### src/hw/rtl/sha1s_pkg.sv
// ----------------------------------------------------------------------------
// sha1s_pkg
// shared types and constants of the sha-1 stream hasher
// ----------------------------------------------------------------------------
package sha1s_pkg;

   localparam logic [31:0] H0_INIT = 32'h67452301;
   localparam logic [31:0] H1_INIT = 32'hEFCDAB89;
   localparam logic [31:0] H2_INIT = 32'h98BADCFE;
   localparam logic [31:0] H3_INIT = 32'h10325476;
   localparam logic [31:0] H4_INIT = 32'hC3D2E1F0;

   localparam logic [31:0] K_ROUND0 = 32'h5A827999;
   localparam logic [31:0] K_ROUND1 = 32'h6ED9EBA1;
   localparam logic [31:0] K_ROUND2 = 32'h8F1BBCDC;
   localparam logic [31:0] K_ROUND3 = 32'hCA62C1D6;

   localparam logic [7:0] PAD_MARK = 8'h80;

   localparam int ROUNDS      = 80;
   localparam int DIGEST_WORDS = 5;

   typedef enum logic [2:0] {
      ST_IDLE,
      ST_ROUND,
      ST_FINISH,
      ST_PAD,
      ST_EMIT
   } state_type;

   typedef struct packed {
      logic load_byte;   // shift in the request byte and count its length
      logic pad_byte;    // shift in one padding byte
      logic pad_first;   // padding byte is the 0x80 mark
      logic pad_extra;   // length field is deferred to a following extra padding block
      logic begin_block; // load working registers from the chaining value
      logic round;       // run one compression round
      logic finish;      // add working registers into the chaining value
      logic emit_next;   // advance to the next digest word
      logic emit_done;   // restart chaining value and length for a new message
   } dp_cmd_type;

   typedef struct packed {
      logic pos_last;   // fill position is the last byte of the block
      logic pos_ge56;   // fill position lies in the length field
      logic round_last; // final compression round
      logic word_last;  // last digest word
   } dp_status_type;

endpackage

### src/hw/rtl/sha1s_ctrl.sv
// ----------------------------------------------------------------------------
// sha1s_ctrl
// sequencer for byte intake, block compression, padding and digest output
// ----------------------------------------------------------------------------
module sha1s_ctrl (
   input  logic                     clock,
   input  logic                     reset,
   input  logic                     req_tvalid,
   output logic                     req_tready,
   input  logic                     req_tuser,
   input  logic                     req_tlast,
   output logic                     rsp_tvalid,
   input  logic                     rsp_tready,
   output sha1s_pkg::dp_cmd_type    cmd,
   input  sha1s_pkg::dp_status_type status
);

   sha1s_pkg::state_type state_ff, state_in;
   logic eom_pending_ff, eom_pending_in;
   logic pad_first_ff, pad_first_in;
   logic pad_extra_ff, pad_extra_in;
   logic padding_ff, padding_in;
   logic req_acc;
   logic rsp_acc;

   assign req_acc = req_tvalid && req_tready;
   assign rsp_acc = rsp_tvalid && rsp_tready;

   // next state
   always_comb begin
      state_in       = state_ff;
      eom_pending_in = eom_pending_ff;
      pad_first_in   = pad_first_ff;
      pad_extra_in   = pad_extra_ff;
      padding_in     = padding_ff;
      unique case (state_ff)
         sha1s_pkg::ST_IDLE: begin
            if (req_acc) begin
               if (req_tuser && status.pos_last) begin
                  eom_pending_in = req_tlast;
                  padding_in     = 1'b0;
                  state_in       = sha1s_pkg::ST_ROUND;
               end else if (req_tlast) begin
                  pad_first_in = 1'b1;
                  state_in     = sha1s_pkg::ST_PAD;
               end
            end
         end
         sha1s_pkg::ST_ROUND: begin
            if (status.round_last) begin
               state_in = sha1s_pkg::ST_FINISH;
            end
         end
         sha1s_pkg::ST_FINISH: begin
            if (padding_ff) begin
               if (pad_extra_ff) begin
                  pad_extra_in = 1'b0;
                  state_in     = sha1s_pkg::ST_PAD;
               end else begin
                  state_in = sha1s_pkg::ST_EMIT;
               end
            end else if (eom_pending_ff) begin
               eom_pending_in = 1'b0;
               pad_first_in   = 1'b1;
               state_in       = sha1s_pkg::ST_PAD;
            end else begin
               state_in = sha1s_pkg::ST_IDLE;
            end
         end
         sha1s_pkg::ST_PAD: begin
            pad_first_in = 1'b0;
            if (pad_first_ff) begin
               pad_extra_in = status.pos_ge56;
            end
            if (status.pos_last) begin
               padding_in = 1'b1;
               state_in   = sha1s_pkg::ST_ROUND;
            end
         end
         sha1s_pkg::ST_EMIT: begin
            if (rsp_acc && status.word_last) begin
               state_in = sha1s_pkg::ST_IDLE;
            end
         end
         default: begin
            state_in = sha1s_pkg::ST_IDLE;
         end
      endcase
   end

   // outputs
   always_comb begin
      cmd        = '0;
      req_tready = 1'b0;
      rsp_tvalid = 1'b0;
      unique case (state_ff)
         sha1s_pkg::ST_IDLE: begin
            req_tready      = 1'b1;
            cmd.load_byte   = req_acc && req_tuser;
            cmd.begin_block = req_acc && req_tuser && status.pos_last;
         end
         sha1s_pkg::ST_ROUND: begin
            cmd.round = 1'b1;
         end
         sha1s_pkg::ST_FINISH: begin
            cmd.finish = 1'b1;
         end
         sha1s_pkg::ST_PAD: begin
            cmd.pad_byte    = 1'b1;
            cmd.pad_first   = pad_first_ff;
            cmd.pad_extra   = pad_extra_ff;
            cmd.begin_block = status.pos_last;
         end
         sha1s_pkg::ST_EMIT: begin
            rsp_tvalid    = 1'b1;
            cmd.emit_next = rsp_acc;
            cmd.emit_done = rsp_acc && status.word_last;
         end
         default: begin
            cmd = '0;
         end
      endcase
   end

   always_ff @(posedge clock) begin
      if (reset) begin
         state_ff       <= sha1s_pkg::ST_IDLE;
         eom_pending_ff <= 1'b0;
         pad_first_ff   <= 1'b0;
         pad_extra_ff   <= 1'b0;
         padding_ff     <= 1'b0;
      end else begin
         state_ff       <= state_in;
         eom_pending_ff <= eom_pending_in;
         pad_first_ff   <= pad_first_in;
         pad_extra_ff   <= pad_extra_in;
         padding_ff     <= padding_in;
      end
   end

endmodule

### src/hw/rtl/sha1s_datapath.sv
// ----------------------------------------------------------------------------
// sha1s_datapath
// block window, one-round-per-cycle compression, chaining value and length
// ----------------------------------------------------------------------------
module sha1s_datapath (
   input  logic                     clock,
   input  logic                     reset,
   input  sha1s_pkg::dp_cmd_type    cmd,
   input  logic [7:0]               data_byte,
   output sha1s_pkg::dp_status_type status,
   output logic [31:0]              digest_word,
   output logic [2:0]               word_number
);

   // 512-bit window: block bytes shift in at the bottom, word 0 ends on top;
   // during the rounds it serves as the rolling 16-word schedule
   logic [511:0] window_ff, window_in;
   logic [31:0]  work_ff [5];
   logic [31:0]  work_in [5];
   logic [31:0]  chain_ff [5];
   logic [31:0]  chain_in [5];
   logic [63:0]  len_ff, len_in;
   logic [5:0]   pos_ff, pos_in;
   logic [6:0]   round_ff, round_in;
   logic [2:0]   word_ff, word_in;

   logic [7:0]  shift_byte;
   logic [63:0] len_shift;
   logic [31:0] w_old, w_new, w_use;
   logic [31:0] f_val, k_val, t_val;
   logic [31:0] a_w, b_w, c_w, d_w, e_w;

   assign a_w = work_ff[0];
   assign b_w = work_ff[1];
   assign c_w = work_ff[2];
   assign d_w = work_ff[3];
   assign e_w = work_ff[4];

   assign len_shift = len_ff >> {~pos_ff[2:0], 3'b000};

   always_comb begin
      if (cmd.pad_byte) begin
         if (cmd.pad_first) begin
            shift_byte = sha1s_pkg::PAD_MARK;
         end else if (pos_ff >= 6'd56 && !cmd.pad_extra) begin
            shift_byte = len_shift[7:0];
         end else begin
            shift_byte = 8'h00;
         end
      end else begin
         shift_byte = data_byte;
      end
   end

   // schedule and round function
   assign w_old = window_ff[511:480];
   assign w_new = window_ff[95:64] ^ window_ff[255:224] ^ window_ff[447:416] ^ w_old;
   assign w_use = (round_ff < 7'd16) ? w_old : {w_new[30:0], w_new[31]};

   always_comb begin
      if (round_ff < 7'd20) begin
         f_val = (b_w & c_w) | (~b_w & d_w);
         k_val = sha1s_pkg::K_ROUND0;
      end else if (round_ff < 7'd40) begin
         f_val = b_w ^ c_w ^ d_w;
         k_val = sha1s_pkg::K_ROUND1;
      end else if (round_ff < 7'd60) begin
         f_val = (b_w & c_w) | (b_w & d_w) | (c_w & d_w);
         k_val = sha1s_pkg::K_ROUND2;
      end else begin
         f_val = b_w ^ c_w ^ d_w;
         k_val = sha1s_pkg::K_ROUND3;
      end
   end

   assign t_val = {a_w[26:0], a_w[31:27]} + f_val + e_w + k_val + w_use;

   always_comb begin
      window_in = window_ff;
      len_in    = len_ff;
      pos_in    = pos_ff;
      round_in  = round_ff;
      word_in   = word_ff;
      for (int i = 0; i < 5; i++) begin
         work_in[i]  = work_ff[i];
         chain_in[i] = chain_ff[i];
      end

      if (cmd.load_byte || cmd.pad_byte) begin
         window_in = {window_ff[503:0], shift_byte};
         pos_in    = pos_ff + 6'd1;
      end
      if (cmd.load_byte) begin
         len_in = len_ff + 64'd8;
      end
      if (cmd.begin_block) begin
         round_in = '0;
         for (int i = 0; i < 5; i++) begin
            work_in[i] = chain_ff[i];
         end
      end
      if (cmd.round) begin
         window_in  = {window_ff[479:0], w_use};
         round_in   = round_ff + 7'd1;
         work_in[4] = d_w;
         work_in[3] = c_w;
         work_in[2] = {b_w[1:0], b_w[31:2]};
         work_in[1] = a_w;
         work_in[0] = t_val;
      end
      if (cmd.finish) begin
         for (int i = 0; i < 5; i++) begin
            chain_in[i] = chain_ff[i] + work_ff[i];
         end
      end
      if (cmd.emit_next) begin
         word_in = word_ff + 3'd1;
      end
      if (cmd.emit_done) begin
         word_in     = '0;
         len_in      = '0;
         chain_in[0] = sha1s_pkg::H0_INIT;
         chain_in[1] = sha1s_pkg::H1_INIT;
         chain_in[2] = sha1s_pkg::H2_INIT;
         chain_in[3] = sha1s_pkg::H3_INIT;
         chain_in[4] = sha1s_pkg::H4_INIT;
      end
   end

   always_ff @(posedge clock) begin
      window_ff <= window_in;
      for (int i = 0; i < 5; i++) begin
         work_ff[i] <= work_in[i];
      end
   end

   always_ff @(posedge clock) begin
      if (reset) begin
         len_ff      <= '0;
         pos_ff      <= '0;
         round_ff    <= '0;
         word_ff     <= '0;
         chain_ff[0] <= sha1s_pkg::H0_INIT;
         chain_ff[1] <= sha1s_pkg::H1_INIT;
         chain_ff[2] <= sha1s_pkg::H2_INIT;
         chain_ff[3] <= sha1s_pkg::H3_INIT;
         chain_ff[4] <= sha1s_pkg::H4_INIT;
      end else begin
         len_ff   <= len_in;
         pos_ff   <= pos_in;
         round_ff <= round_in;
         word_ff  <= word_in;
         for (int i = 0; i < 5; i++) begin
            chain_ff[i] <= chain_in[i];
         end
      end
   end

   assign status.pos_last   = (pos_ff == 6'd63);
   assign status.pos_ge56   = (pos_ff >= 6'd56);
   assign status.round_last = (round_ff == 7'(sha1s_pkg::ROUNDS - 1));
   assign status.word_last  = (word_ff == 3'(sha1s_pkg::DIGEST_WORDS - 1));

   assign digest_word = chain_ff[word_ff];
   assign word_number = word_ff;

endmodule

### src/hw/rtl/sha1_stream_hasher.sv
// ----------------------------------------------------------------------------
// sha1_stream_hasher
// sha-1 over a byte stream, digest returned as five 32-bit words
// ----------------------------------------------------------------------------
// A message byte is taken per transaction with tuser set. Each 64th byte
// starts the compression, which runs 80 rounds on a single round unit
// followed by a chaining update. A transaction with tlast closes the
// message: padding is shifted in one byte per cycle up to the end of the
// block (one or two blocks, each followed by compression), then the five
// digest words leave one per cycle as the result side accepts them. No new
// request is taken from the close of a message until its last digest word
// has been accepted, nor during compression.
module sha1_stream_hasher (
   input  logic        clock,
   input  logic        reset,
   input  logic        req_tvalid,
   output logic        req_tready,
   input  logic [7:0]  req_tdata,  // [7:0] data_byte
   input  logic        req_tuser,  // byte_present
   input  logic        req_tlast,  // end_of_message
   output logic        rsp_tvalid,
   input  logic        rsp_tready,
   output logic [39:0] rsp_tdata,  // [31:0] digest_word, [34:32] word_number, rest zero
   output logic        rsp_tlast   // final_word
);

   sha1s_pkg::dp_cmd_type    cmd;
   sha1s_pkg::dp_status_type status;
   logic [31:0]              digest_word;
   logic [2:0]               word_number;

   sha1s_ctrl u_ctrl (
      .clock      (clock),
      .reset      (reset),
      .req_tvalid (req_tvalid),
      .req_tready (req_tready),
      .req_tuser  (req_tuser),
      .req_tlast  (req_tlast),
      .rsp_tvalid (rsp_tvalid),
      .rsp_tready (rsp_tready),
      .cmd        (cmd),
      .status     (status)
   );

   sha1s_datapath u_datapath (
      .clock       (clock),
      .reset       (reset),
      .cmd         (cmd),
      .data_byte   (req_tdata),
      .status      (status),
      .digest_word (digest_word),
      .word_number (word_number)
   );

   assign rsp_tdata = {5'b00000, word_number, digest_word};
   assign rsp_tlast = status.word_last;

endmodule
### config.mk
export PLATFORM = sky130hd
export DESIGN_NAME = sha1_stream_hasher
export DESIGN_NICKNAME = d
export VERILOG_FILES = /design/src/hw/rtl/sha1s_pkg.sv /design/src/hw/rtl/sha1s_ctrl.sv /design/src/hw/rtl/sha1s_datapath.sv /design/src/hw/rtl/sha1_stream_hasher.sv
export SDC_FILE = /design/constraint.sdc
export NUM_CORES = 2
export LEC_CHECK = 0
export BUFFER_PORTS_ARGS = -buffer_cell sky130_fd_sc_hd__buf_4
export CAP_MARGIN = 20
export CORE_MARGIN = 1
export CORE_UTILIZATION = 35
export DETAILED_ROUTE_END_ITERATION = 10
export SLEW_MARGIN = 20
export SYNTH_ARGS = -nofsm -noshare
export SYNTH_HDL_FRONTEND = slang
export SYNTH_SLANG_ARGS = --single-unit
### constraint.sdc
create_clock -name clock -period 31.8 [get_ports clock]
set_input_delay 6.36 -clock clock [delete_from_list [all_inputs] [get_ports clock]]
set_output_delay 6.36 -clock clock [all_outputs]
set_load 0.02 [all_outputs]
==> results by group <==
Pwr
  • Max IR drop VDD: 0.09532 mV
  • Leakage: 24.61 nW
  • Sw frac: 0.4232
  • Seq pwr share: 0.350
  • NetSw: 2.896 mW
  • Clock Power Share: 0.180
  • Int Pwr: 3.946 mW
  • Logic gate share of total power: 0.470
  • Cell Pwr Density: 115.9 mW/mm²

Cells and area
  • # diodes: 0
  • Multi-input gate area: 0.02612 mm²
  • Final #Nets: 6076
  • Register area: 0.02513 mm²
  • Most frequent cells in the layout: nand2_1 (2090), edfxtp_1 (672), a21oi_1 (290)
  • Design Area, Final: 0.05902 mm²
  • Area delta synth->final: 11.04%
  • Finished Core Util: 0.3927
  • Commonest non-fill, non-tap cell in the layout: nand2_1
  • Fraction of layout cells with a size suffix above 1: 0.06508
  • FILL cells: 15020

GRT
  • Vias in the first global route: 38580
  • Pin count of the biggest net entering global routing: 245
  • First-pass GRT wire length: 223.6 mm
  • Gr ovfl total: 0
  • Total GRT Usage: 0.1851
  • Initial antenna violation count: 0

Floorplanning
  • Die height: 391.7 µm
  • Floorplan core area: 0.1503 mm²
  • Initial Util: 0.3536
  • Die Area: 0.1534 mm²
  • Chip Width: 391.7 µm
  • Rows: 142
  • Boundary Pins: 57

Timing
  • Slew @ Worst Pin: 1168 ps
  • Total negative slack: 0 ps
  • Final Hold Fails: 0
  • Min Tclk post-route: 9851 ps
  • Unrepaired setup endpoints after global routing: false
  • Max-slew violations: 0
  • Tcrit/Tclk final: 0.3098
  • Worst Clk Skew: 22.07 ps
  • Setup Viol. Count Final: 0
  • Slew margin rel.: 0.2215
  • Fmax: 101.5 MHz

Hold path
  • Hold path startpoint: u_datapath.chain_ff[4][21]$_SDFFE_PP0N_
  • Hold Path Class: flip-flop to flip-flop

Drt
  • DR pass1 iterations: 6
  • Drc violations: 0
  • Via count: 40480
  • Final WL: 144.1 mm
  • Vias per inst: 5.163
  • DR WL/cell: 18.38 µm
  • 1st-iter DRT viols: 4240
  • Final ANT Viol Nets: 0

Critical path
  • Largest stage delay, worst path: 860 ps
  • CP startpoint: req_tvalid
  • Critical-path maximum fanout: 64
  • Worst EP arrival: 10180 ps
  • Setup CP Type: input port to flip-flop
  • Worst path required time: 32120 ps
  • Crit-path cells: buf_4 > nand3_1 > nand2_4 > a21boi_4 > buf_4 > buf_4 > buf_4
  • Worst Setup Start Kind: input port
  • Reg2reg start: u_datapath.round_ff[4]$_SDFFE_PP0P_
  • Critical Path Slowest Stage Cell: buf_4
  • CP delay by family, top: buffers and inverters
  • Most frequent cell on the critical path: buf_4
  • WP buf/inv: 4
  • CP Capture Type: flip-flop

Clock tree
  • CTS tree: done
  • Clk root buf: clkbuf_16
  • Post-CTS setup buffers: 0
  • Post-CTS sizing: 0
  • Worst skew pair latency: 710 ps
  • Clock buffer depth: 3
  • Post-CTS Hold Buffers: 0
  • Reg clk slew, reported paths: 60 ps
  • CTS Sinks: 919
  • CTS H-tree lvls: 3
  • Num CTS Buffers: 99

Place
  • Port bufs: 51
  • Instance area at placement: 0.05558 mm²
  • Placer Congestion: 0.9131
  • HPWL after detailed placement: 98.44 mm

Logic synthesis
  • Dominant synthesized flop cell: edfxtp_1
  • Cell area after technology mapping: 0.05315 mm²
  • Post-synthesis sequential area ratio: 0.4727
  • Post-synthesis async set-or-reset flop share: 0
  • Count of different cell masters after synthesis: 85
  • Synthesized instance count: 5795
  • Register bit count reported by yosys: 919
  • Yosys warnings: 0
  • Mean post-synth cell area: 9.173 µm²
  • EDFF count, synth: 672

Flow run
  • Maxcap violations: 0

Status
  • Status: finished clean
-- cells in the mapped netlist (8+ instances only) --
master       n  area, µm²
o211ai_1    48      360.4
o21bai_1    21      157.7
or2_2        8      50.05
nand4_1     29      181.4
nor3_1      42      210.2
mux4_2      45       1013
a31oi_1     14      87.58
buf_1       10      37.54
nand3_1     65      325.3
mux2i_1     41      410.4
edfxtp_1   672      20180
a22oi_1      9      67.56
nand2b_1    42      262.8
and3_1      25      156.4
and4_1       9      78.83
dfxtp_1    247       4945
o21ai_0    265       1326
a21oi_1    291       1456
xor2_1      94      823.3
ha_1       207       2590
o31ai_1     12      90.09
a21o_1      91      683.2
fa_1       117       2342
nand2_1   2092       7853
or3_1       27      168.9
mux2_2      40      450.4
clkbuf_1   240      900.9
a221o_1     18      180.2
inv_1      266      998.5
o21a_1      27      202.7
xnor2_1    207       1813
and2_1      11      68.82
a211oi_1    35      262.8
nor2_1     249      934.7
nor2b_1     26      162.7
nand3b_1     8      60.06
a211o_1     16      140.1
-- metal layers --
metal  track usage  share of wire  up-vias
li1              -              -    19610
met1        0.2596           0.46    19510
met3       0.02851          0.058      212
met2        0.2917           0.45     1147
met5             0              0        -
met4       0.05938          0.032        0
-- power groups by stage --
stage | combinational [mW] | clock [mW] | sequential, mW
CTS | 3.21 | 1.26 | 2.39
floorplan | 2.41 | 0 | 2.45
detailed placement | 3.19 | 0 | 2.41
global placement | 3.13 | 0 | 2.40
finish | 3.22 | 1.23 | 2.40
global route | 3.61 | 1.30 | 2.45
-- final cells by class --
class | instances | area share
multi-input cells | 4353 | 0.4426
flip-flops and latches | 919 | 0.4257
clock buffers | 128 | 0.04589
well taps | 2016 | 0.04274
inverters | 267 | 0.01698
repair buffers | 98 | 0.01380
clock inverters | 59 | 0.01230
-- logic make-up (layout without fill, tap and decap cells) --
group | after synthesis | in the layout | share of synthesized area
AO/OA/AOI/OAI | 943 | 943 | 0.1110
XOR/XNOR | 301 | 301 | 0.04960
other | 1 | 5 | 0.00007055
buffers and inverters | 527 | 552 | 0.03769
multiplexers | 127 | 127 | 0.03547
AND/OR/NAND/NOR | 2653 | 2653 | 0.2007
flip-flops | 919 | 919 | 0.4727
adder cells (fa/ha/maj) | 324 | 324 | 0.09279
-- stage by stage --
step / hold WS, ps / worst slack [ps] / power (mW) / instances
final: 495.2 / 21950 / 6.842 / 7840
after global routing: 521.4 / 21750 / 7.364 / 7840
after CTS: 494.1 / 22060 / 6.858 / 7840
after detailed placement: 487.4 / 21300 / 5.594 / 7653
after global placement: 478.5 / 21330 / 5.538 / 7652
after floorplan: 458.8 / 5148 / 4.858 / 5799
-- flip-flops by register name, summed over array words and instances, names as in the netlist, 3 cells and up, named ones only --
| name | cells |
|---|---|
| u_datapath.round_ff | 7 |
| u_datapath.word_number | 3 |
| u_datapath.len_ff | 61 |
| u_ctrl.state_ff | 3 |
| u_datapath.window_ff | 512 |
| u_datapath.pos_ff | 6 |
| u_datapath.work_ff | 160 |
| u_datapath.chain_ff | 160 |
-- path summary, 6_finish.rpt --
check                                                          endpoint  slack (ps)  cells past startpoint
worst max-delay path               u_datapath.work_ff[0][137]$_DFFE_PP_       21950                      7
worst min-delay path            u_datapath.chain_ff[4][21]$_SDFFE_PP0N_         500                      2
worst max register to register      u_datapath.work_ff[0][28]$_DFFE_PP_       24840                     24
worst min register to register  u_datapath.chain_ff[4][21]$_SDFFE_PP0N_         500                      2
-- worst register-to-register path, cell delays in order, from the launching register on --
cell and delay, ps:
dfxtp_1 500, o21ai_0 140, nand2_1 90, buf_4 500, inv_1 400, nor2_2 160
buf_4 370, inv_1 140, buf_4 250, o21ai_0 520, fa_1 580, inv_1 120
fa_1 380, inv_1 60, ha_1 270, a21o_1 200, a221oi_1 320, o21ai_0 190
a21o_1 210, a22oi_1 320, a21oi_1 180, a31o_2 280, a21oi_1 170, xor2_1 190
o21ai_0 110
No activity file was read; power rests on OpenSTA's default activity.
